$ cat src/rtl/core/rtcp_pkg.sv
// Shared types and register indexes for the ray/triangle crossing parity block.
package rtcp_pkg;

  localparam int unsigned CFG_IDX_BITS = 2;

  typedef enum logic [CFG_IDX_BITS-1:0] {
    CFG_POINT_X = 2'd0,
    CFG_POINT_Y = 2'd1,
    CFG_POINT_Z = 2'd2,
    CFG_UNUSED  = 2'd3
  } rtcp_cfg_idx_t;

  // Per-triangle verdict handed from the sequencer to the top level.
  typedef struct packed {
    logic done;
    logic hit;
  } rtcp_res_t;

endpackage

$ cat src/rtl/core/rtcp_mul.sv
// Shared signed multiplier with a registered product.
module rtcp_mul #(
  parameter int unsigned MW = 27
) (
  input  logic                   clk,
  input  logic signed [MW-1:0]   a,
  input  logic signed [MW-1:0]   b,
  output logic signed [2*MW-1:0] p_r
);

  always_ff @(posedge clk) begin
    p_r <= a * b;
  end

endmodule

$ cat src/rtl/core/rtcp_seq.sv
// Sequencer and datapath that test one triangle using the shared multiplier.
module rtcp_seq #(
  parameter int unsigned CW = 24
) (
  input  logic                 clk,
  input  logic                 rst_n,
  input  logic                 start,
  input  logic signed [CW-1:0] px,
  input  logic signed [CW-1:0] py,
  input  logic signed [CW-1:0] pz,
  input  logic signed [CW-1:0] in_x [3],
  input  logic signed [CW-1:0] in_y [3],
  input  logic signed [CW-1:0] in_z [3],
  output rtcp_pkg::rtcp_res_t  res
);

  localparam int unsigned MW   = CW + 3;
  localparam int unsigned PW   = 2 * MW;
  localparam int unsigned CB   = 2 * CW + 3;
  localparam int unsigned LB   = CW + 2;
  localparam int unsigned ACCW = PW + LB;

  typedef enum logic [3:0] {
    S_IDLE, S_SORT, S_BOX, S_EA, S_EB, S_EC, S_CROSS, S_DOT, S_FIN
  } state_t;

  state_t                  state_r;
  logic [2:0]              cnt_r;
  logic signed [CW-1:0]    vx_r [3];
  logic signed [CW-1:0]    vy_r [3];
  logic signed [CW-1:0]    vz_r [3];
  logic signed [CW:0]      d1_r [3];
  logic signed [CW:0]      d2_r [3];
  logic signed [CW:0]      q_r  [3];
  logic signed [CB-1:0]    cr_r [3];
  logic signed [PW-1:0]    t_r;
  logic signed [ACCW-1:0]  acc_r;
  logic                    epar_r;
  logic                    cand_r;
  logic                    hit_r;
  logic                    done_r;

  logic signed [MW-1:0]    mul_a;
  logic signed [MW-1:0]    mul_b;
  logic signed [PW-1:0]    mul_p;

  logic [1:0]              si;
  logic [1:0]              sj;
  logic [1:0]              ea;
  logic [1:0]              eb;
  logic signed [CW:0]      e_px;
  logic signed [CW:0]      e_dy;
  logic signed [CW:0]      e_dx;
  logic signed [CW:0]      e_py;
  logic                    e_str;
  logic [2:0]              cap;
  logic signed [CW-1:0]    xmin;
  logic signed [CW-1:0]    xmax;
  logic                    inbox;
  logic signed [ACCW-1:0]  term;

  rtcp_mul #(.MW(MW)) u_mul (
    .clk (clk),
    .a   (mul_a),
    .b   (mul_b),
    .p_r (mul_p)
  );

  function automatic logic signed [CW:0] sub1(logic signed [CW-1:0] a,
                                              logic signed [CW-1:0] b);
    sub1 = (CW+1)'(a) - (CW+1)'(b);
  endfunction

  // Sort pairs and edge pairs, both indexed by the step counter.
  always_comb begin
    unique case (cnt_r)
      3'd0:    begin si = 2'd0; sj = 2'd1; ea = 2'd0; eb = 2'd1; end
      3'd1:    begin si = 2'd0; sj = 2'd2; ea = 2'd1; eb = 2'd2; end
      default: begin si = 2'd1; sj = 2'd2; ea = 2'd0; eb = 2'd2; end
    endcase
  end

  assign e_px  = sub1(px, vx_r[ea]);
  assign e_dy  = sub1(vy_r[eb], vy_r[ea]);
  assign e_dx  = sub1(vx_r[eb], vx_r[ea]);
  assign e_py  = sub1(py, vy_r[ea]);
  assign e_str = (vy_r[ea] > py) != (vy_r[eb] > py);
  assign cap   = cnt_r - 3'd1;

  always_comb begin
    xmin = vx_r[0];
    xmax = vx_r[0];
    for (int j = 1; j < 3; j++) begin
      if (vx_r[j] < xmin) xmin = vx_r[j];
      if (vx_r[j] > xmax) xmax = vx_r[j];
    end
    inbox = (px >= xmin) && (px <= xmax) && (py >= vy_r[0]) && (py <= vy_r[2]);
  end

  // Operand select for the shared multiplier.
  always_comb begin
    mul_a = '0;
    mul_b = '0;
    unique case (state_r)
      S_EA: begin mul_a = MW'(e_px); mul_b = MW'(e_dy); end
      S_EB: begin mul_a = MW'(e_dx); mul_b = MW'(e_py); end
      S_CROSS: begin
        case (cnt_r)
          3'd0:    begin mul_a = MW'(d1_r[1]); mul_b = MW'(d2_r[2]); end
          3'd1:    begin mul_a = MW'(d1_r[2]); mul_b = MW'(d2_r[1]); end
          3'd2:    begin mul_a = MW'(d1_r[2]); mul_b = MW'(d2_r[0]); end
          3'd3:    begin mul_a = MW'(d1_r[0]); mul_b = MW'(d2_r[2]); end
          3'd4:    begin mul_a = MW'(d1_r[0]); mul_b = MW'(d2_r[1]); end
          3'd5:    begin mul_a = MW'(d1_r[1]); mul_b = MW'(d2_r[0]); end
          default: begin mul_a = '0; mul_b = '0; end
        endcase
      end
      S_DOT: begin
        if (cnt_r < 3'd6) begin
          // High part signed, low part unsigned.
          if (cnt_r[0]) begin
            mul_a = MW'({1'b0, cr_r[cnt_r[2:1]][LB-1:0]});
          end else begin
            mul_a = MW'($signed(cr_r[cnt_r[2:1]][CB-1:LB]));
          end
          mul_b = MW'(q_r[cnt_r[2:1]]);
        end
      end
      default: begin mul_a = '0; mul_b = '0; end
    endcase
  end

  assign term = cap[0] ? ACCW'(mul_p) : (ACCW'(mul_p) <<< LB);

  always_ff @(posedge clk) begin
    if (!rst_n) begin
      state_r <= S_IDLE;
      cnt_r   <= '0;
      done_r  <= 1'b0;
      hit_r   <= 1'b0;
    end else begin
      done_r <= 1'b0;
      unique case (state_r)
        S_IDLE: begin
          if (start) begin
            for (int j = 0; j < 3; j++) begin
              vx_r[j] <= in_x[j];
              vy_r[j] <= in_y[j];
              vz_r[j] <= in_z[j];
            end
            cnt_r   <= '0;
            state_r <= S_SORT;
          end
        end
        S_SORT: begin
          // Swap only on strictly greater y.
          if (vy_r[si] > vy_r[sj]) begin
            vx_r[si] <= vx_r[sj]; vx_r[sj] <= vx_r[si];
            vy_r[si] <= vy_r[sj]; vy_r[sj] <= vy_r[si];
            vz_r[si] <= vz_r[sj]; vz_r[sj] <= vz_r[si];
          end
          if (cnt_r == 3'd2) begin
            state_r <= S_BOX;
          end else begin
            cnt_r <= cnt_r + 3'd1;
          end
        end
        S_BOX: begin
          d1_r[0] <= sub1(vx_r[1], vx_r[0]);
          d1_r[1] <= sub1(vy_r[1], vy_r[0]);
          d1_r[2] <= sub1(vz_r[1], vz_r[0]);
          d2_r[0] <= sub1(vx_r[2], vx_r[0]);
          d2_r[1] <= sub1(vy_r[2], vy_r[0]);
          d2_r[2] <= sub1(vz_r[2], vz_r[0]);
          q_r[0]  <= sub1(px, vx_r[0]);
          q_r[1]  <= sub1(py, vy_r[0]);
          q_r[2]  <= sub1(pz, vz_r[0]);
          cand_r  <= inbox;
          epar_r  <= 1'b0;
          cnt_r   <= '0;
          state_r <= inbox ? S_EA : S_FIN;
        end
        S_EA: begin
          state_r <= S_EB;
        end
        S_EB: begin
          t_r     <= mul_p;
          state_r <= S_EC;
        end
        S_EC: begin
          if (e_str && (t_r < mul_p)) epar_r <= ~epar_r;
          if (cnt_r == 3'd2) begin
            cnt_r <= '0;
            if (epar_r ^ (e_str && (t_r < mul_p))) begin
              state_r <= S_CROSS;
            end else begin
              cand_r  <= 1'b0;
              state_r <= S_FIN;
            end
          end else begin
            cnt_r   <= cnt_r + 3'd1;
            state_r <= S_EA;
          end
        end
        S_CROSS: begin
          if (cnt_r != 3'd0) begin
            if (cap[0]) begin
              cr_r[cap[2:1]] <= CB'(t_r - mul_p);
            end else begin
              t_r <= mul_p;
            end
          end
          if (cnt_r == 3'd6) begin
            cnt_r   <= '0;
            acc_r   <= '0;
            state_r <= S_DOT;
          end else begin
            cnt_r <= cnt_r + 3'd1;
          end
        end
        S_DOT: begin
          if (cnt_r != 3'd0) acc_r <= acc_r + term;
          if (cnt_r == 3'd6) begin
            state_r <= S_FIN;
          end else begin
            cnt_r <= cnt_r + 3'd1;
          end
        end
        S_FIN: begin
          // Hit when dot product is nonzero and shares the normal's z sign.
          hit_r   <= cand_r && (acc_r != '0) && (cr_r[2] != '0) &&
                     (acc_r[ACCW-1] == cr_r[2][CB-1]);
          done_r  <= 1'b1;
          state_r <= S_IDLE;
        end
        default: state_r <= S_IDLE;
      endcase
    end
  end

  assign res.done = done_r;
  assign res.hit  = hit_r;

endmodule

$ cat src/rtl/core/ray_triangle_crossing_parity.sv
// Top level: configuration, handshakes, crossing parity and counter.
//
// Ray crossing parity of one query point against a streamed triangle mesh. Write
// the point through the cfg_ port (index 0/1/2 = x/y/z, signed fixed point with 16
// fraction bits), then stream triangles, one per input transaction, marking the
// final one with in_last_triangle. Each triangle is sorted by y, checked against
// its xy bounding box, put through a crossing test on each edge and a plane-side test
// for a ray toward negative z. After the last triangle one output transaction
// carries the parity (out_inside_res) and the saturating hit count. A triangle that
// misses the bounding box skips the edge and plane tests, and one that fails the
// edge test skips the plane test; all products are exact and go through one shared
// registered multiplier of COORD_BITS+3 bits per operand, which sets the pace. The
// input stalls while a triangle is in work or a result waits to be taken.
module ray_triangle_crossing_parity #(
  parameter int unsigned COORD_BITS = 24,
  parameter int unsigned COUNT_BITS = 16
) (
  input  logic                               clk,
  input  logic                               rst_n,
  input  logic                               in_valid,
  output logic                               in_ready,
  input  logic signed [COORD_BITS-1:0]       in_v0_x,
  input  logic signed [COORD_BITS-1:0]       in_v0_y,
  input  logic signed [COORD_BITS-1:0]       in_v0_z,
  input  logic signed [COORD_BITS-1:0]       in_v1_x,
  input  logic signed [COORD_BITS-1:0]       in_v1_y,
  input  logic signed [COORD_BITS-1:0]       in_v1_z,
  input  logic signed [COORD_BITS-1:0]       in_v2_x,
  input  logic signed [COORD_BITS-1:0]       in_v2_y,
  input  logic signed [COORD_BITS-1:0]       in_v2_z,
  input  logic                               in_last_triangle,
  output logic                               out_valid,
  input  logic                               out_ready,
  output logic                               out_inside_res,
  output logic [COUNT_BITS-1:0]              out_crossing_count,
  input  logic                               cfg_valid,
  output logic                               cfg_ready,
  input  logic [rtcp_pkg::CFG_IDX_BITS-1:0]  cfg_index,
  input  logic signed [COORD_BITS-1:0]       cfg_data
);

  logic signed [COORD_BITS-1:0] point_x_r;
  logic signed [COORD_BITS-1:0] point_y_r;
  logic signed [COORD_BITS-1:0] point_z_r;
  logic                         busy_r;
  logic                         last_r;
  logic                         parity_r;
  logic [COUNT_BITS-1:0]        count_r;
  logic                         out_valid_r;
  logic                         out_inside_r;
  logic [COUNT_BITS-1:0]        out_count_r;
  logic                         parity_nxt;
  logic [COUNT_BITS-1:0]        count_nxt;
  logic                         in_acc;
  logic signed [COORD_BITS-1:0] vx [3];
  logic signed [COORD_BITS-1:0] vy [3];
  logic signed [COORD_BITS-1:0] vz [3];
  rtcp_pkg::rtcp_res_t          res;

  // Take a triangle only when idle and the result slot is free.
  assign in_ready  = !busy_r && !out_valid_r;
  assign in_acc    = in_valid && in_ready;
  assign cfg_ready = 1'b1;

  assign vx[0] = in_v0_x; assign vy[0] = in_v0_y; assign vz[0] = in_v0_z;
  assign vx[1] = in_v1_x; assign vy[1] = in_v1_y; assign vz[1] = in_v1_z;
  assign vx[2] = in_v2_x; assign vy[2] = in_v2_y; assign vz[2] = in_v2_z;

  rtcp_seq #(.CW(COORD_BITS)) u_seq (
    .clk   (clk),
    .rst_n (rst_n),
    .start (in_acc),
    .px    (point_x_r),
    .py    (point_y_r),
    .pz    (point_z_r),
    .in_x  (vx),
    .in_y  (vy),
    .in_z  (vz),
    .res   (res)
  );

  // Parity toggles on every hit; the count holds at its maximum.
  always_comb begin
    parity_nxt = parity_r;
    count_nxt  = count_r;
    if (res.hit) begin
      parity_nxt = ~parity_r;
      if (count_r != '1) count_nxt = count_r + 1'b1;
    end
  end

  always_ff @(posedge clk) begin
    if (!rst_n) begin
      point_x_r   <= '0;
      point_y_r   <= '0;
      point_z_r   <= '0;
      busy_r      <= 1'b0;
      parity_r    <= 1'b0;
      count_r     <= '0;
      out_valid_r <= 1'b0;
    end else begin
      if (cfg_valid && cfg_ready) begin
        unique case (cfg_index)
          rtcp_pkg::CFG_POINT_X: point_x_r <= cfg_data;
          rtcp_pkg::CFG_POINT_Y: point_y_r <= cfg_data;
          rtcp_pkg::CFG_POINT_Z: point_z_r <= cfg_data;
          default: ;
        endcase
      end
      if (out_valid_r && out_ready) out_valid_r <= 1'b0;
      if (in_acc) begin
        busy_r <= 1'b1;
        last_r <= in_last_triangle;
      end
      if (res.done) begin
        busy_r <= 1'b0;
        if (last_r) begin
          // Deliver the result and restart the count.
          out_valid_r  <= 1'b1;
          out_inside_r <= parity_nxt;
          out_count_r  <= count_nxt;
          parity_r     <= 1'b0;
          count_r      <= '0;
        end else begin
          parity_r <= parity_nxt;
          count_r  <= count_nxt;
        end
      end
    end
  end

  assign out_valid          = out_valid_r;
  assign out_inside_res     = out_inside_r;
  assign out_crossing_count = out_count_r;

`ifndef SYNTH
  a_done_busy: assert property (@(posedge clk) disable iff (!rst_n)
    res.done |-> busy_r)
    else $error("triangle finished while block idle");

  a_out_after_done: assert property (@(posedge clk) disable iff (!rst_n)
    $rose(out_valid_r) |-> $past(res.done) && $past(last_r))
    else $error("result raised without a finished last triangle");

  a_parity_count: assert property (@(posedge clk) disable iff (!rst_n)
    (out_valid_r && (out_count_r != '1)) |-> (out_inside_r == out_count_r[0]))
    else $error("parity disagrees with unsaturated count");

  a_no_accept_busy: assert property (@(posedge clk) disable iff (!rst_n)
    busy_r && !res.done |=> busy_r)
    else $error("busy dropped without a finished triangle");
`endif

endmodule

$ cat config.mk
export PLATFORM = sky130hd
export DESIGN_NAME = ray_triangle_crossing_parity
export DESIGN_NICKNAME = d
export VERILOG_FILES = /design/src/rtl/core/rtcp_pkg.sv /design/src/rtl/core/rtcp_mul.sv /design/src/rtl/core/rtcp_seq.sv /design/src/rtl/core/ray_triangle_crossing_parity.sv
export SDC_FILE = /design/constraint.sdc
export NUM_CORES = 2
export LEC_CHECK = 0
export BUFFER_PORTS_ARGS = -buffer_cell sky130_fd_sc_hd__buf_2
export CORE_UTILIZATION = 65
export DETAILED_ROUTE_END_ITERATION = 16
export PLACE_DENSITY_LB_ADDON = 0.12
export SYNTH_ARGS = -nofsm -noshare
export SYNTH_HDL_FRONTEND = slang
export SYNTH_SLANG_ARGS = --single-unit
$ cat constraint.sdc
create_clock -name clk -period 35.9 [get_ports clk]
set_input_delay 1.795 -clock clk [delete_from_list [all_inputs] [get_ports clk]]
set_output_delay 1.795 -clock clk [all_outputs]
set_load 0.01 [all_outputs]
-- Word level (Yosys, flattened, before mapping)
Memory sizes are Yosys's and may differ from the RTL's. A register that Yosys moved wholly into a read port is not among the register bits.
Index checks and enable logic that the tools add are counted.
- flip-flop bits (word level): 308
- memories: 7
- logic and storage cells: 227
- RAM bits: 594
- bits of input ports: 248
- bitwise logic cells: 4
- equal/unequal tests: 31
- reductions and logical operators: 47
- order comparisons: 13
- $mul: 1
- muxes and demuxes: 87
- $add $sub $neg: 18
- memories (name ; depth ; bits a word ; read ports ; clocked after Yosys merged registers in ; wr ports ; line ; text):
    u_seq.cr_r ; 3 ; 51 ; 2 ; 1 ; 1 ; rtcp_seq.sv:35 ; logic signed [CB-1:0] cr_r [3];
    u_seq.d1_r ; 3 ; 25 ; 3 ; 0 ; 3 ; rtcp_seq.sv:32 ; logic signed [CW:0] d1_r [3];
    u_seq.d2_r ; 3 ; 25 ; 3 ; 0 ; 3 ; rtcp_seq.sv:33 ; logic signed [CW:0] d2_r [3];
    u_seq.q_r ; 3 ; 25 ; 1 ; 1 ; 3 ; rtcp_seq.sv:34 ; logic signed [CW:0] q_r [3];
    u_seq.vx_r ; 3 ; 24 ; 6 ; 0 ; 3 ; rtcp_seq.sv:29 ; logic signed [CW-1:0] vx_r [3];
    u_seq.vy_r ; 3 ; 24 ; 6 ; 0 ; 3 ; rtcp_seq.sv:30 ; logic signed [CW-1:0] vy_r [3];
    1 more memories ; -- ; -- ; -- ; -- ; -- ; -- ;
- operator list (kind ; count):
    $sub A24 B24 Y25 ; 13
    $mux W24 ; 10
    $pmux W27 S4 ; 2
    $pmux W27 S3 ; 2
    $mux W80 ; 2
    $pmux W80 S2 ; 1
    $reduce_or A24 Y1 ; 6
    $gt A24 B24 Y1 ; 5
    $mux W54 ; 2
    $pmux W54 S2 ; 1
    $mux W27 ; 3
    $add A80 B80 Y80 ; 1
    $reduce_bool A80 Y1 ; 1
    $mux W79 ; 1
    $lt A54 B54 Y1 ; 1
    $mul A27 B27 Y54 ; 1
    $reduce_bool A51 Y1 ; 1
    $sub A51 B51 Y51 ; 1
    $ge A24 B24 Y1 ; 2
    $le A24 B24 Y1 ; 2
    $lt A24 B24 Y1 ; 2
    $mux W16 ; 3
    $mux W1 ; 33
    $pmux W4 S8 ; 1
    other kinds (37) ; 104

-- Depth between registers and ports, before layout
An unclocked memory read counts as a cell.
- word-level depth: 11
- gate-level depth with buffers: 54

-- Hierarchy
From an unflattened synthesis, not the netlist that was laid out.
- cell total of the unflattened synthesis: 10033
- area, all modules: 92120.9 um2
- modules (own cells, without submodules) (module ; area each (um2) ; times used ; cells each):
    rtcp_seq ; 59886.2 ; 1 ; 6510
    rtcp_mul ; 27565.2 ; 1 ; 3006
    ray_triangle_crossing_parity ; 4669.5 ; 1 ; 517

-- Least setup slack after synthesis
OpenSTA, ideal clock, no wires.
- path type: reg-to-reg
- start point: register u_seq.cnt_r[0]
- end point: register u_seq.u_mul.p_r[34]
- period minus slack after synthesis: 12.143 ns
- arrival: 12.037 ns
- cell stages (with the launch flop): 49
- required time: 35.794 ns
- buffers on the path: 8
- setup slack: 23.757 ns
- library setup time: 0.106 ns
- cell sequence: dfxtp_1 > buf_1 > buf_1 > inv_1 > clkbuf_1 > clkbuf_1 > ha_1 > nor2b_1 > clkbuf_1 > clkbuf_1 > buf_1 > nor2_1 > a21oi_1 > inv_1 > ha_1 > nor2b_4 > o31a_1 > or4_1 > [13 not listed] > inv_1 > fa_1 > inv_1 > fa_1 > fa_1 > inv_1 > fa_1 > inv_1 > ha_1 > a21o_1 > or3_1 > o21ai_0 > a21boi_0 > o21ai_0 > a21boi_0 > o21ai_0 > or4b_2 > o311ai_0
- cells in the longest elaborated chain, start to end: 6
- elaborated cells between the ends (all ways): 29
- ends and longest elaborated chain (what ; line ; text):
    start, declared ; rtcp_seq.sv:28 ; logic [2:0] cnt_r;
    start signal, assigned ; rtcp_seq.sv:165 ; cnt_r <= cnt_r + 3'd1;
    start signal, assigned ; rtcp_seq.sv:201 ; cnt_r <= cnt_r + 3'd1;
    start signal, assigned ; rtcp_seq.sv:218 ; cnt_r <= cnt_r + 3'd1;
    $eq A3 B1 Y1 or $logic_not A3 Y1 (tied branches) ; rtcp_seq.sv:76, rtcp_seq.sv:108 ;
    $mux W1 or $mux W2 (tied branches) ; rtcp_seq.sv:76 ; unique case (cnt_r)
    $mem_v2 Z3 W24 (on tied branches) ; -- ;
    $sub A24 B24 Y25 ; rtcp_seq.sv:71 ; sub1 = (CW+1)'(a) - (CW+1)'(b);
    $pmux W27 S4 ; rtcp_seq.sv:104 ; unique case (state_r)
    $mul A27 B27 Y54 (*) ; rtcp_mul.sv:12 ; p_r <= a * b;
    end signal, assigned ; rtcp_mul.sv:12 ;
    end, declared ; rtcp_mul.sv:8 ; output logic signed [2*MW-1:0] p_r
Every way passes the cells marked *; elsewhere a longest branch is shown, timed or not.
A chain may end at the register's enable or synchronous reset.

-- Worst setup path in the final report
- start point: register u_seq.cnt_r[0]
- end point: register u_seq.u_mul.p_r[52]
The elaborated chain is that of the path after synthesis.

==> run metrics <==
worst reg2reg endpoint u_seq.u_mul.p_r[52]; Top FF cell, synth edfxtp_1; Top Family by Delay on Critical Path adder cells; synthesized area per cell 9.25 um2; share of the synthesized area in the top cell type 0.249; top cells by count, synth inv_1, nand2_1, ha_1; Worst Hold Path Cells 0; CP max-delay cell dfxtp_4; sequential share of the synthesized area 0.284; setup repair bufs after CTS 0; status finished with violations; syn nets 11,553; P_leak 44.2 nW; clock transition at the registers of the reported paths 60 ps; worst r2r src u_seq.cnt_r[0]; Num Clock Sinks 904; post-synthesis mux area share 0.0277; Synth area leaders edfxtp_1, fa_1, ha_1; Buf/Inv on CP 5; global-route wire length before repair 492,000 um; Post-Synthesis Cells 9,753; most common cell in the netlist inv_1; synth unique cells ~100; Hold EP u_seq.t_r[33]; die height 375 um; DR iter-0 viols 9,408; Comb power frac 0.565; die area between 100,000 and 150,000 um2; Post-Synth Adder-Cell Area 0.280; Setup Viol. Count Final 0; vias in the first global route between 70,000 and 80,000; Max stage delay on crit path 920 ps; Critical Path End Type flip-flop; port bufs 266; Seq cells post-synth 904; Critical Path RT 36,540 ps; Post-Route WL 336,000 um; register area 25,600 um2; Slew Limit Fails 6; share of layout cells above drive strength 1 0.0793; post-synthesis xor/xnor area fraction 0.0417; # nets final 11,703; Clk pwr share 0.190; startpoint types flip-flop; CP most frequent cell fa_1; Worst Hold Class reg -> reg; TritonCTS clock tree built; r2r worst-path depth 41; max_slew headroom -0.0930; DP Wirelength 261,000 um; net switching power 2.74 mW; Tot GR Track Use 0.476; worst-skew pair later-pin latency between 700 and 800 ps; via count 78,492; crit path time final 13,600 ps; Ys Warns 0; chip width around 370 um; peak supply drop 59.3 uV; Starting Density 0.655; pre-CTS setup slack roughly 23,000 ps; total CTS buffers 100; CP arrival roughly 14,000 ps; synthesized cell area 90,200 um2; EDFF count, synth 748; routability cong. 1.13; area of the multi-input gates 58,800 um2; r2r setup slk 22,300 ps; hold path startpoint u_seq.u_mul.p_r[33]; largest net degree at the start of global routing 106; areal power density over the cells 60.6 nW/um2; Via-to-Cell Ratio 6.65; Core Region 138,000 um2; Post-CTS Hold Buffers 0; clk_skew 72.9 ps; Yosys top cell by area edfxtp_1; DRT Pass-1 Iters 7; Sw Ratio 0.463; H-tree depth 3; final hold violation count 0; num rows around 140; Area Growth Syn to Fin 8.03%; Compound-Gate Fraction of Synth Area 0.160; post_cts resized 0; simple-gate share of the synthesized area 0.138; highest fanout seen on the critical path between 50 and 60; Tcrit/Tclk final 0.379; violations in the final reports max-capacitance violations, max-slew violations; antenna viol nets, final 0; asr flop ratio synth 0; Cell Int Power about 3.2 mW; fin util 0.708; IO Pins about 270; worst setup slack after layout 22,300 ps; main combinational cell family by area after synthesis adder cells; actual slew at the worst max-slew pin 1630 ps; clk root buf clkbuf_16; MaxCap Viol Count 1; drt drc 0; FMAX 73.5 MHz; clk buf depth 3; fill count 10,358; setup TNS 0 ps; Reg power frac 0.246; Setup Crit Path Kind reg -> reg; wire per inst 28.5 um; initial antenna violation count 35; unrepaired setup endpoints after global routing no; GRT overflow 0
flip-flops by register name (all words and copies together), names as in the netlist, 3 cells and up, named ones only:
register and count:
out_crossing_count 16, u_seq.state_r 4, u_seq.vz_r 72, u_seq.acc_r 80
u_seq.vy_r 72, u_seq.d2_r 75, point_y_r 24, u_seq.vx_r 72
u_seq.u_mul.p_r 54, u_seq.q_r 75, u_seq.d1_r 75, point_z_r 24
count_r 16, u_seq.t_r 54, point_x_r 24, u_seq.cnt_r 3
u_seq.cr_r 153
metrics by stage:
step / instance area [um2] / power (mW) / hold WS (ps) / instances
6_report: 97500 / 5.90 / 454 / 11799
5_1_grt: 97400 / 6.15 / 460 / 11790
4_1_cts: 97400 / 5.76 / 459 / 11781
3_5_place_dp: 93900 / 4.64 / 444 / 11593
3_3_place_gp: 93900 / 4.59 / 427 / 11593
2_1_floorplan: 90200 / 3.65 / 408 / 9753
how the worst max path moves through the flow:
stage | start | end | slack [ps] | depth (start not counted)
floorplan | u_seq.cnt_r[0] | u_seq.u_mul.p_r[34] | 23760 | 48
global placement | u_seq.cnt_r[0] | u_seq.u_mul.p_r[52] | 23030 | 41
detailed placement | u_seq.cnt_r[0] | u_seq.u_mul.p_r[52] | 22650 | 41
CTS | u_seq.cnt_r[0] | u_seq.u_mul.p_r[52] | 22610 | 41
global route | u_seq.cnt_r[0] | u_seq.u_mul.p_r[52] | 21650 | 43
finish | u_seq.cnt_r[0] | u_seq.u_mul.p_r[52] | 22300 | 41
layer usage:
layer,GRT usage,share of wire
met2,0.731,0.44
met3,0.119,0.11
met1,0.549,0.34
met4,0.440,0.11
met5,0,0.00048
layout make-up:
class	instances	share of cell area
multi-input combinational	7205	0.603
sequential	904	0.263
inverter	1269	0.0489
clock buffer	126	0.0273
timing repair buffer	423	0.0258
tap	1794	0.0230
clock inverter	62	0.00878
antenna	16	0.000411
power groups by stage:
stage                     registers, mW  logic [mW]  clock network, mW
final                              1.45        3.33               1.12
after global routing               1.45        3.55               1.16
after global placement             1.46        3.13                  0
after floorplan                    1.39        2.26                  0
after detailed placement           1.46        3.18                  0
after CTS                          1.44        3.21               1.11
logic make-up (layout without fill, tap and decap cells):
logic type,after synthesis,count (layout)
simple gates,2764,2764
mux,212,212
fa+ha+maj,1553,1553
flops,904,904
other cells,1,17
buf+inv,1644,1880
xor+xnor,430,430
compound gates,2245,2245
layout by cell type (no fill, tap or decap), types with 39 or more instances in the layout:
cell,count
inv_1,1266
nand2_1,1140
ha_1,778
fa_1,774
edfxtp_1,748
nor2_1,741
a21oi_1,637
o21ai_0,465
xnor2_1,299
buf_2,266
a21o_1,234
buf_4,155
dfxtp_1,153
and2_1,136
mux2i_1,132
xor2_1,131
nor3_1,131
o21a_1,121
nand3_1,111
clkbuf_16,101
a21boi_0,100
nand4_1,91
nand2b_1,86
nor2b_1,85
o211ai_1,62
a211oi_1,57
o22ai_1,56
nor4_1,55
mux2_2,55
a222oi_1,50
o31ai_1,48
a31oi_1,47
and3_1,44
o21bai_1,42
o221ai_1,42
or3_1,39
Note: power is estimated with default switching activity, not from simulation.
